--- src/hw/rtl/ptc_pkg.sv ---
//------------------------------------------------------------------------------
// ptc_pkg: shared types and constants for the PI turn controller
// Holds the payload structs, the register indexes and the reset values.
//------------------------------------------------------------------------------
`timescale 1ns / 1ps

package ptc_pkg;

  // Error sum, operand and field widths, and derived product widths
  localparam int SUM_W    = 24;
  localparam int HEAD_W   = 16;
  localparam int GAIN_W   = 10;
  localparam int FRAC_W   = 8;
  localparam int PPROD_W  = GAIN_W + HEAD_W;
  localparam int P_W      = PPROD_W - FRAC_W;
  localparam int BIAS_W   = SUM_W + 1;
  localparam int IPROD_W  = GAIN_W + BIAS_W;
  localparam int I_W      = IPROD_W - FRAC_W;
  localparam int LIM_W    = 7;
  localparam int PWR_W    = 8;
  localparam int CFG_IDX_W  = 3;
  localparam int CFG_DATA_W = 10;

  // Register indexes
  localparam logic [CFG_IDX_W-1:0] REG_PROP_GAIN  = 3'd0;
  localparam logic [CFG_IDX_W-1:0] REG_INTEG_GAIN = 3'd1;
  localparam logic [CFG_IDX_W-1:0] REG_GATE       = 3'd2;
  localparam logic [CFG_IDX_W-1:0] REG_BIAS       = 3'd3;
  localparam logic [CFG_IDX_W-1:0] REG_INTEG_LIM  = 3'd4;
  localparam logic [CFG_IDX_W-1:0] REG_OUT_LIM    = 3'd5;

  // Register reset values
  localparam logic [GAIN_W-1:0] RST_PROP_GAIN  = 10'd179;
  localparam logic [GAIN_W-1:0] RST_INTEG_GAIN = 10'd10;
  localparam logic [7:0]        RST_GATE       = 8'd32;
  localparam logic [9:0]        RST_BIAS       = 10'd100;
  localparam logic [LIM_W-1:0]  RST_INTEG_LIM  = 7'd40;
  localparam logic [LIM_W-1:0]  RST_OUT_LIM    = 7'd84;

  // Input actions
  localparam logic ACT_BEGIN  = 1'b0;
  localparam logic ACT_SAMPLE = 1'b1;

  typedef struct packed {
    logic                     action;
    logic signed [HEAD_W-1:0] heading;
    logic signed [HEAD_W-1:0] target;
  } ptc_in_t;

  typedef struct packed {
    logic signed [PWR_W-1:0] left_power;
    logic signed [PWR_W-1:0] right_power;
    logic                    done_res;
  } ptc_out_t;

endpackage

--- src/hw/rtl/pi_turn_controller_gated_integral.sv ---
//------------------------------------------------------------------------------
// pi_turn_controller_gated_integral: PI heading controller for a turn
// Latches a goal on begin, then turns P + gated, clamped I into opposite
// side drive commands until the heading reaches or crosses the goal.
//------------------------------------------------------------------------------
// Path: input register, then one compute pass into the result register.
// Throughput: one item per cycle unless out_stall blocks the result register;
//   the single compute pass sets the rate.
// Reset (rst_n low, synchronous): pipeline emptied, move idle, error sum and
//   goal cleared, configuration back to its default values.
`timescale 1ns / 1ps

module pi_turn_controller_gated_integral (
  input  logic                                clk,
  input  logic                                rst_n,
  input  logic                                in_valid,
  output logic                                in_stall,
  input  ptc_pkg::ptc_in_t                    in_data,
  output logic                                out_valid,
  input  logic                                out_stall,
  output ptc_pkg::ptc_out_t                   out_data,
  input  logic                                cfg_we,
  input  logic [ptc_pkg::CFG_IDX_W-1:0]       cfg_idx,
  input  logic [ptc_pkg::CFG_DATA_W-1:0]      cfg_wdata
);
  import ptc_pkg::*;

  // Configuration registers
  logic [GAIN_W-1:0] prop_gain_r;
  logic [GAIN_W-1:0] integ_gain_r;
  logic [7:0]        gate_r;
  logic [9:0]        bias_r;
  logic [LIM_W-1:0]  integ_lim_r;
  logic [LIM_W-1:0]  out_lim_r;

  // Pipeline and move state
  ptc_in_t                  s1_r;
  logic                     s1_valid_r;
  ptc_out_t                 out_r;
  logic                     out_valid_r;
  logic                     active_r,   active_nxt;
  logic                     turn_neg_r, turn_neg_nxt;
  logic signed [HEAD_W-1:0] goal_r,     goal_nxt;
  logic [SUM_W-1:0]         sum_r,      sum_nxt;
  ptc_out_t                 res_nxt;

  logic out_free;
  logic s1_adv;
  logic in_xfer;

  // Handshake: result register frees on transfer, input stage drains into it
  assign out_free  = !out_valid_r || !out_stall;
  assign s1_adv    = s1_valid_r && out_free;
  assign in_stall  = s1_valid_r && !out_free;
  assign in_xfer   = in_valid && !in_stall;
  assign out_valid = out_valid_r;
  assign out_data  = out_r;

  // Datapath intermediates
  logic signed [HEAD_W:0]   diff;
  logic [HEAD_W-1:0]        err;
  logic                     going;
  logic [PPROD_W-1:0]       p_prod;
  logic [P_W-1:0]           p_val;
  logic [SUM_W:0]           sum_add;
  logic [SUM_W-1:0]         sum_sat;
  logic [BIAS_W-1:0]        biased;
  logic [IPROD_W-1:0]       i_prod;
  logic [I_W-1:0]           i_full;
  logic [LIM_W-1:0]         i_val;
  logic                     gated;
  logic [P_W:0]             pw_sum;
  logic [LIM_W-1:0]         pw;
  logic signed [PWR_W-1:0]  pw_pos;
  logic signed [PWR_W-1:0]  pw_neg;

  // Compute the control step from the input register and the move state
  always_comb begin
    diff    = turn_neg_r ? ({s1_r.heading[HEAD_W-1], s1_r.heading} -
                            {goal_r[HEAD_W-1], goal_r})
                         : ({goal_r[HEAD_W-1], goal_r} -
                            {s1_r.heading[HEAD_W-1], s1_r.heading});
    err     = diff[HEAD_W-1:0];
    going   = turn_neg_r ? (s1_r.heading > goal_r) : (s1_r.heading < goal_r);
    p_prod  = PPROD_W'(prop_gain_r) * PPROD_W'(err);
    p_val   = p_prod[PPROD_W-1:FRAC_W];
    gated   = p_val > P_W'(gate_r);
    sum_add = {1'b0, sum_r} + (SUM_W+1)'(err);
    sum_sat = sum_add[SUM_W] ? {SUM_W{1'b1}} : sum_add[SUM_W-1:0];
    biased  = {1'b0, sum_sat} + BIAS_W'(bias_r);
    i_prod  = IPROD_W'(integ_gain_r) * IPROD_W'(biased);
    i_full  = i_prod[IPROD_W-1:FRAC_W];
    i_val   = (i_full > I_W'(integ_lim_r)) ? integ_lim_r : i_full[LIM_W-1:0];
    pw_sum  = {1'b0, p_val} + (P_W+1)'(gated ? '0 : i_val);
    pw      = (pw_sum > (P_W+1)'(out_lim_r)) ? out_lim_r : pw_sum[LIM_W-1:0];
    pw_pos  = $signed({1'b0, pw});
    pw_neg  = -pw_pos;

    active_nxt   = active_r;
    turn_neg_nxt = turn_neg_r;
    goal_nxt     = goal_r;
    sum_nxt      = sum_r;
    res_nxt      = '0;

    if (s1_r.action == ACT_BEGIN) begin
      goal_nxt = s1_r.target;
      sum_nxt  = '0;
      if (s1_r.target == s1_r.heading) begin
        active_nxt       = 1'b0;
        res_nxt.done_res = 1'b1;
      end else begin
        active_nxt   = 1'b1;
        turn_neg_nxt = s1_r.target < s1_r.heading;
      end
    end else if (active_r) begin
      if (!going) begin
        active_nxt       = 1'b0;
        res_nxt.done_res = 1'b1;
      end else begin
        sum_nxt             = gated ? '0 : sum_sat;
        res_nxt.left_power  = turn_neg_r ? pw_neg : pw_pos;
        res_nxt.right_power = turn_neg_r ? pw_pos : pw_neg;
      end
    end
  end

  // Hold configuration, pipeline and move state
  always_ff @(posedge clk) begin
    if (!rst_n) begin
      prop_gain_r  <= RST_PROP_GAIN;
      integ_gain_r <= RST_INTEG_GAIN;
      gate_r       <= RST_GATE;
      bias_r       <= RST_BIAS;
      integ_lim_r  <= RST_INTEG_LIM;
      out_lim_r    <= RST_OUT_LIM;
      s1_valid_r   <= 1'b0;
      out_valid_r  <= 1'b0;
      active_r     <= 1'b0;
      turn_neg_r   <= 1'b0;
      goal_r       <= '0;
      sum_r        <= '0;
    end else begin
      // Apply a configuration write
      if (cfg_we) begin
        case (cfg_idx)
          REG_PROP_GAIN:  prop_gain_r  <= cfg_wdata;
          REG_INTEG_GAIN: integ_gain_r <= cfg_wdata;
          REG_GATE:       gate_r       <= cfg_wdata[7:0];
          REG_BIAS:       bias_r       <= cfg_wdata;
          REG_INTEG_LIM:  integ_lim_r  <= cfg_wdata[LIM_W-1:0];
          REG_OUT_LIM:    out_lim_r    <= cfg_wdata[LIM_W-1:0];
          default: ;
        endcase
      end

      // Advance the input stage
      if (in_xfer) begin
        s1_valid_r <= 1'b1;
      end else if (s1_adv) begin
        s1_valid_r <= 1'b0;
      end

      // Commit the step and load the result register
      if (s1_adv) begin
        out_valid_r <= 1'b1;
        active_r    <= active_nxt;
        turn_neg_r  <= turn_neg_nxt;
        goal_r      <= goal_nxt;
        sum_r       <= sum_nxt;
      end else if (!out_stall) begin
        out_valid_r <= 1'b0;
      end
    end
  end

  // Payload registers
  always_ff @(posedge clk) begin
    if (in_xfer) begin
      s1_r <= in_data;
    end
    if (s1_adv) begin
      out_r <= res_nxt;
    end
  end

  // A valid result drives the two sides in opposite directions
  assert property (@(posedge clk) disable iff (!rst_n)
    out_valid_r |-> (out_r.left_power == -out_r.right_power))
    else $error("left and right power not opposite");

  // A finishing result carries no drive
  assert property (@(posedge clk) disable iff (!rst_n)
    (out_valid_r && out_r.done_res) |-> (out_r.left_power == '0))
    else $error("done result with nonzero power");

  // Drive stays inside the output clamp
  assert property (@(posedge clk) disable iff (!rst_n)
    s1_adv |=> (out_r.right_power <= $signed({1'b0, out_lim_r}) &&
                out_r.right_power >= -$signed({1'b0, out_lim_r})))
    else $error("power beyond output limit");

  // A committed step always produces a valid result
  assert property (@(posedge clk) disable iff (!rst_n)
    s1_adv |=> out_valid_r)
    else $error("committed step lost");

  // The input side only stalls behind a blocked result
  assert property (@(posedge clk) disable iff (!rst_n)
    in_stall |-> (out_valid_r && out_stall && s1_valid_r))
    else $error("input stalled without backpressure");

endmodule

--- config.mk ---
export PLATFORM = sky130hd
export DESIGN_NAME = pi_turn_controller_gated_integral
export DESIGN_NICKNAME = d
export VERILOG_FILES = /design/src/hw/rtl/ptc_pkg.sv /design/src/hw/rtl/pi_turn_controller_gated_integral.sv
export SDC_FILE = /design/constraint.sdc
export NUM_CORES = 1
export LEC_CHECK = 0
export ABC_AREA = 1
export BUFFER_PORTS_ARGS = -buffer_cell sky130_fd_sc_hd__buf_4
export CAP_MARGIN = 20
export CORE_MARGIN = 5
export CORE_UTILIZATION = 60
export DETAILED_ROUTE_END_ITERATION = 8
export PLACE_DENSITY = 0.76
export SKIP_LAST_GASP = 1
export SYNTH_ARGS = -nofsm -noshare
export SYNTH_HDL_FRONTEND = slang
export SYNTH_SLANG_ARGS = --single-unit
--- constraint.sdc ---
create_clock -name clk -period 17.6 [get_ports clk]
set_clock_uncertainty 0.1 [all_clocks]
set_input_delay 0 -clock clk [delete_from_list [all_inputs] [get_ports clk]]
set_output_delay 0 -clock clk [all_outputs]
set_load 0.01 [all_outputs]
# After elaboration in Yosys (flattened, before gate mapping)
# Cells that the tools add are included.
# W data, S select, Z words.
# classes
add_sub_neg	6
n_mul	2
order_cmp	6
n_eq_ne	9
muxes	24
n_bitwise	4
reduce_logical	22
# ops
operator	count
$mux W24	5
$mul A10 B25 Y35	1
$lt A16 B16 Y1	2
$sub A16 B16 Y16	2
$gt A27 B7 Y1	1
$mul A10 B16 Y26	1
$add A24 B10 Y25	1
$add A24 B16 Y25	1
$mux W7	3
$add A18 B7 Y19	1
$gt A19 B7 Y1	1
$gt A18 B8 Y1	1
$eq A16 B16 Y1	1
$gt A16 B16 Y1	1
$mux W16	1
$mux W8	2
$reduce_and A2 Y1	7
$mux W1	13
$reduce_and A3 Y1	3
$neg A7 Y8	1
$eq A3 B2 Y1 const B	2
$eq A3 B3 Y1 const B	2
$ne A2 B1 Y1 const B	3
$logic_not A1 Y1	4
other kinds (8)	13
# totals
ff_bits	146
input_bits	51
out_inout_bits	19
word_cells	93

# Depth between registers and ports, before layout
# depth
word_depth	14
depth_mapped	102
ltp_nobuf	100

# Worst setup path before layout
# No wires, ideal clock.
# synth_path
kind	reg-to-reg
start	reg s1_r[16] in the netlist's numbering
end	reg out_r (netlist bit out_data[15]) (data pin)
setup_ps	249
arrival_time_ps	14420
t_required_ps	17251
path_slack_ps	2831
path_stages_with_launch	97
path_buffers	2
period_less_slack_ps	14769
path_cell_list	edfxtp_1 inv_1 ha_1 inv_1 fa_1 a221o_1 nand2_1 o21ai_0 or2_2 nand2_1 clkinv_1 ha_1 nand2_1 clkinv_1 a21oi_2 o21ai_4 a21boi_4 o21ai_4 [... 61 more ...] nand3_1 clkinv_1 nand2_1 nor2_1 nand3_1 nor2_1 nand2_2 nor2_8 nand3_1 nand2_2 ha_1 nand3_2 nor2_4 nand2_1 nand2_1 nand3_1 nand2_1 inv_1
# synth_between
elab_chain_cells	14
word_cells_on_any_way	21
classes_between	6 x add/sub; 2 x mul; 5 x order compare; 7 x mux; 1 x reduce/logical
# synth_lines
item	line	source
start: declaration	pi_turn_controller_gated_integral.sv:37	ptc_in_t s1_r;
start signal: assignment	pi_turn_controller_gated_integral.sv:179	s1_r <= in_data;
$sub A16 B16 Y16, on equally long branches	pi_turn_controller_gated_integral.sv:81, pi_turn_controller_gated_integral.sv:79	
$mux W16	pi_turn_controller_gated_integral.sv:79	diff = turn_neg_r ? ({s1_r.heading[HEAD_W-1], s1_r.heading} -
$add A24 B16 Y25	pi_turn_controller_gated_integral.sv:88	sum_add = {1'b0, sum_r} + (SUM_W+1)'(err);
$mux W24	pi_turn_controller_gated_integral.sv:89	sum_sat = sum_add[SUM_W] ? {SUM_W{1'b1}} : sum_add[SUM_W-1:0];
$add A24 B10 Y25	pi_turn_controller_gated_integral.sv:90	biased = {1'b0, sum_sat} + BIAS_W'(bias_r);
$mul A10 B25 Y35	pi_turn_controller_gated_integral.sv:91	i_prod = IPROD_W'(integ_gain_r) * IPROD_W'(biased);
$gt A27 B7 Y1	pi_turn_controller_gated_integral.sv:93	i_val = (i_full > I_W'(integ_lim_r)) ? integ_lim_r : i_full[LIM_W-1:0];
$mux W7	pi_turn_controller_gated_integral.sv:93	
$mux W7	pi_turn_controller_gated_integral.sv:94	pw_sum = {1'b0, p_val} + (P_W+1)'(gated ? '0 : i_val);
$add A18 B7 Y19	pi_turn_controller_gated_integral.sv:94	
$gt A19 B7 Y1	pi_turn_controller_gated_integral.sv:95	pw = (pw_sum > (P_W+1)'(out_lim_r)) ? out_lim_r : pw_sum[LIM_W-1:0];
$mux W7	pi_turn_controller_gated_integral.sv:95	
$neg A7 Y8	pi_turn_controller_gated_integral.sv:97	pw_neg = -pw_pos;
$mux W8	pi_turn_controller_gated_integral.sv:121	res_nxt.left_power = turn_neg_r ? pw_neg : pw_pos;
end signal: assignment	pi_turn_controller_gated_integral.sv:182	out_r <= res_nxt;
end: declaration	pi_turn_controller_gated_integral.sv:39	ptc_out_t out_r;
# Several ways; a longest one is shown, not always the timed one.
# A chain may end at the register's enable or synchronous reset.

# Worst setup path after layout
# Ends and elaborated chain as after synthesis.

==> metrics.yaml <==
area_growth_pct: 9.22
vias: 21600
root_buffer: "clkbuf_16"
crit_arrival_ps: 16620
synthesis.area_um2: 23700
crit_top_cell: "nand2_1"
critPathBufInv: 14
fin_nets: 3837
mostFrequentLayoutCells: "nand2_1, inv_1, nor2_1"
worstMarginPinSlew_ps: 1110
drc: 0
fp.coreArea_um2: 38900
drtPass1Iterations: 6
reg2reg_depth: 91
synth_largest_area_cell: "fa_1"
startpoint_type: "flop"
place_congestion: 1.04
finalMaxSlewViolations: 0
timing_hold_violations_final: 0
drt-total-wl_um: 70500
grt_max_degree: 70
ys.flop_type: "dfxtp_1"
crit_fanout: 18
crit_start: "s1_r[16]"
ys_ff_latch: 145
path_class: "reg2reg"
syn_area_per_cell_um2: 7.48
cts_tree: "built"
die_h_um: 209
cpMaxStageDelayCell: "fa_1"
grt.total_usage_pct: 32.5
place.port_buffers: 69
synth_warnings: 0
maxSlewHeadroom_pct: 25.8
crit_required_ps: 17720
cts_buffers: 17
rsz0062_at_grt: "no"
syn-num-nets: 3748
htree_levels: 4
final_common_cell: "nand2_1"
drive_above_1_share_pct: 8.12
grt_remaining_overflow: 0
critical_path.top_delay_family: "simple AND/OR/NAND/NOR gates"
clock_latency_ps: 450
grt_pass1_vias: 22300
worstReg2RegStart: "s1_r[16]"
maxCapViolCount: 0
synth_edf_count: 49
yosysTopAreaCellShare_pct: 24.9
ys_types: 67
rows: 72
antenna_found_initial: 0
die-area_um2: 43600
finalSetupViolCount: 0
wire_per_inst_um: 18.6
fin_crit_ps: 16500
clk_pin_slew_ps: 70
synthCells: 3172
vias_per_cell: 5.70
r2r_slack_ps: 1100
tns_ps: 0
chipWidth_um: 209
antenna_cells: 0
num_io_pins: 70
clockBufferDepth: 2
fmax_mhz: 60.6
worst_setup_path_end_kind: "flop"
fin_util_pct: 66.6
drt_iter0_drc: 1959
worstSetupPathDepth: 91
rr_endpoint: "out_data[15]"
ant_nets: 0
critPathCapture: "out_data[15]"
grt_pass1_wl_um: 114000
max_stage_delay_ps: 580
status: "finished clean"
yosys-top-cells-area: "fa_1, ha_1, nand2_1"
async_flop_share_pct: 0
fin_crit_sh_pct: 93.7
initial_core_util_pct: 61.0
synth-seq-area-share_pct: 14.3
clkSinkCount: 145
dp_hpwl_um: 57500
min_path_type: "in2reg"
[synthesized netlist by cell type (all sizes together), types with 7 or more instances]
master  count
edfxtp     49
ha        230
nand2     686
a31oi       9
clkbuf     56
or2        19
fa        295
o21ai     146
a211oi      7
o21bai     12
nor3       34
dfxtp      96
nand4      40
xnor2      29
a21o        8
clkinv     14
buf         8
o211ai     19
nand3     143
a21oi     209
inv       593
xor2       38
nor2      377
[registers in the layout (all words and copies together) (netlist names)]
register,flops
s1_r,33
turn_neg_r,1
integ_gain_r,10
prop_gain_r,10
active_r,1
sum_r,24
bias_r,10
out_data,16
s1_valid_r,1
gate_r,8
out_lim_r,7
out_valid,1
goal_r,16
integ_lim_r,7
[how the worst min path moves through the flow]
stage	cells past startpoint	end	from
floorplan	0	s1_r[0]	in_data[0]
global placement	1	s1_r[29]	in_data[29]
detailed placement	1	s1_r[15]	in_data[15]
CTS	2	s1_r[27]	in_data[27]
global route	2	s1_r[28]	in_data[28]
finish	2	s1_r[28]	in_data[28]
[cells by family (layout without fill, tap and decap cells)]
family | count (synthesis) | count (layout) | synth area share, %
buffers and inverters | 671 | 773 | 10.8
xor gates and xnor gates | 67 | 67 | 2.47
and+or+nand+nor | 1315 | 1315 | 24.5
adders and majority gates | 525 | 525 | 37.0
muxes | 1 | 1 | 0.0422
AOI/OAI and AO/OA | 448 | 448 | 10.9
DFF | 145 | 145 | 14.3
[layout make-up]
class                   count  area, µm²
inverters                 607       2300
fillers                  3351      13000
repair buffers            134       1180
well taps                 518        648
clock buffers              21        450
clock inverters            11        108
flip-flops and latches    145       3390
multi-input cells        2356      17900
[metal layers]
layer | track usage, % | vias up | share of wire [%]
met5 | 0 | - | 0
met4 | 14.9 | 0 | 5.0
met3 | 4.09 | 231 | 6.5
met2 | 56.6 | 884 | 49
met1 | 40.3 | 10300 | 39
li1 | - | 10200 | -
[stage by stage]
step           setup slack, ps  cells  cell area (µm²)  hold slack (ps)
4_1_cts                    821   3791            25800              152
6_report                  1100   3792            25900              167
2_1_floorplan             2830   3172            23700            -1.13
5_1_grt                   6.65   3792            25900              160
3_5_place_dp               853   3702            24700             79.3
3_3_place_gp              1160   3700            24700             77.9
[timing repair]
action | in CTS | in global routing
setup buffers | 0 | 1
hold endpoints to repair | 88 | 0
resized for setup | 0 | 19
endpoints found under the setup margin | 0 | 14
hold buffers | 57 | 0
Power is not shown: default switching activity piles up to over one toggle a cycle in this logic, so the estimate is an artifact.
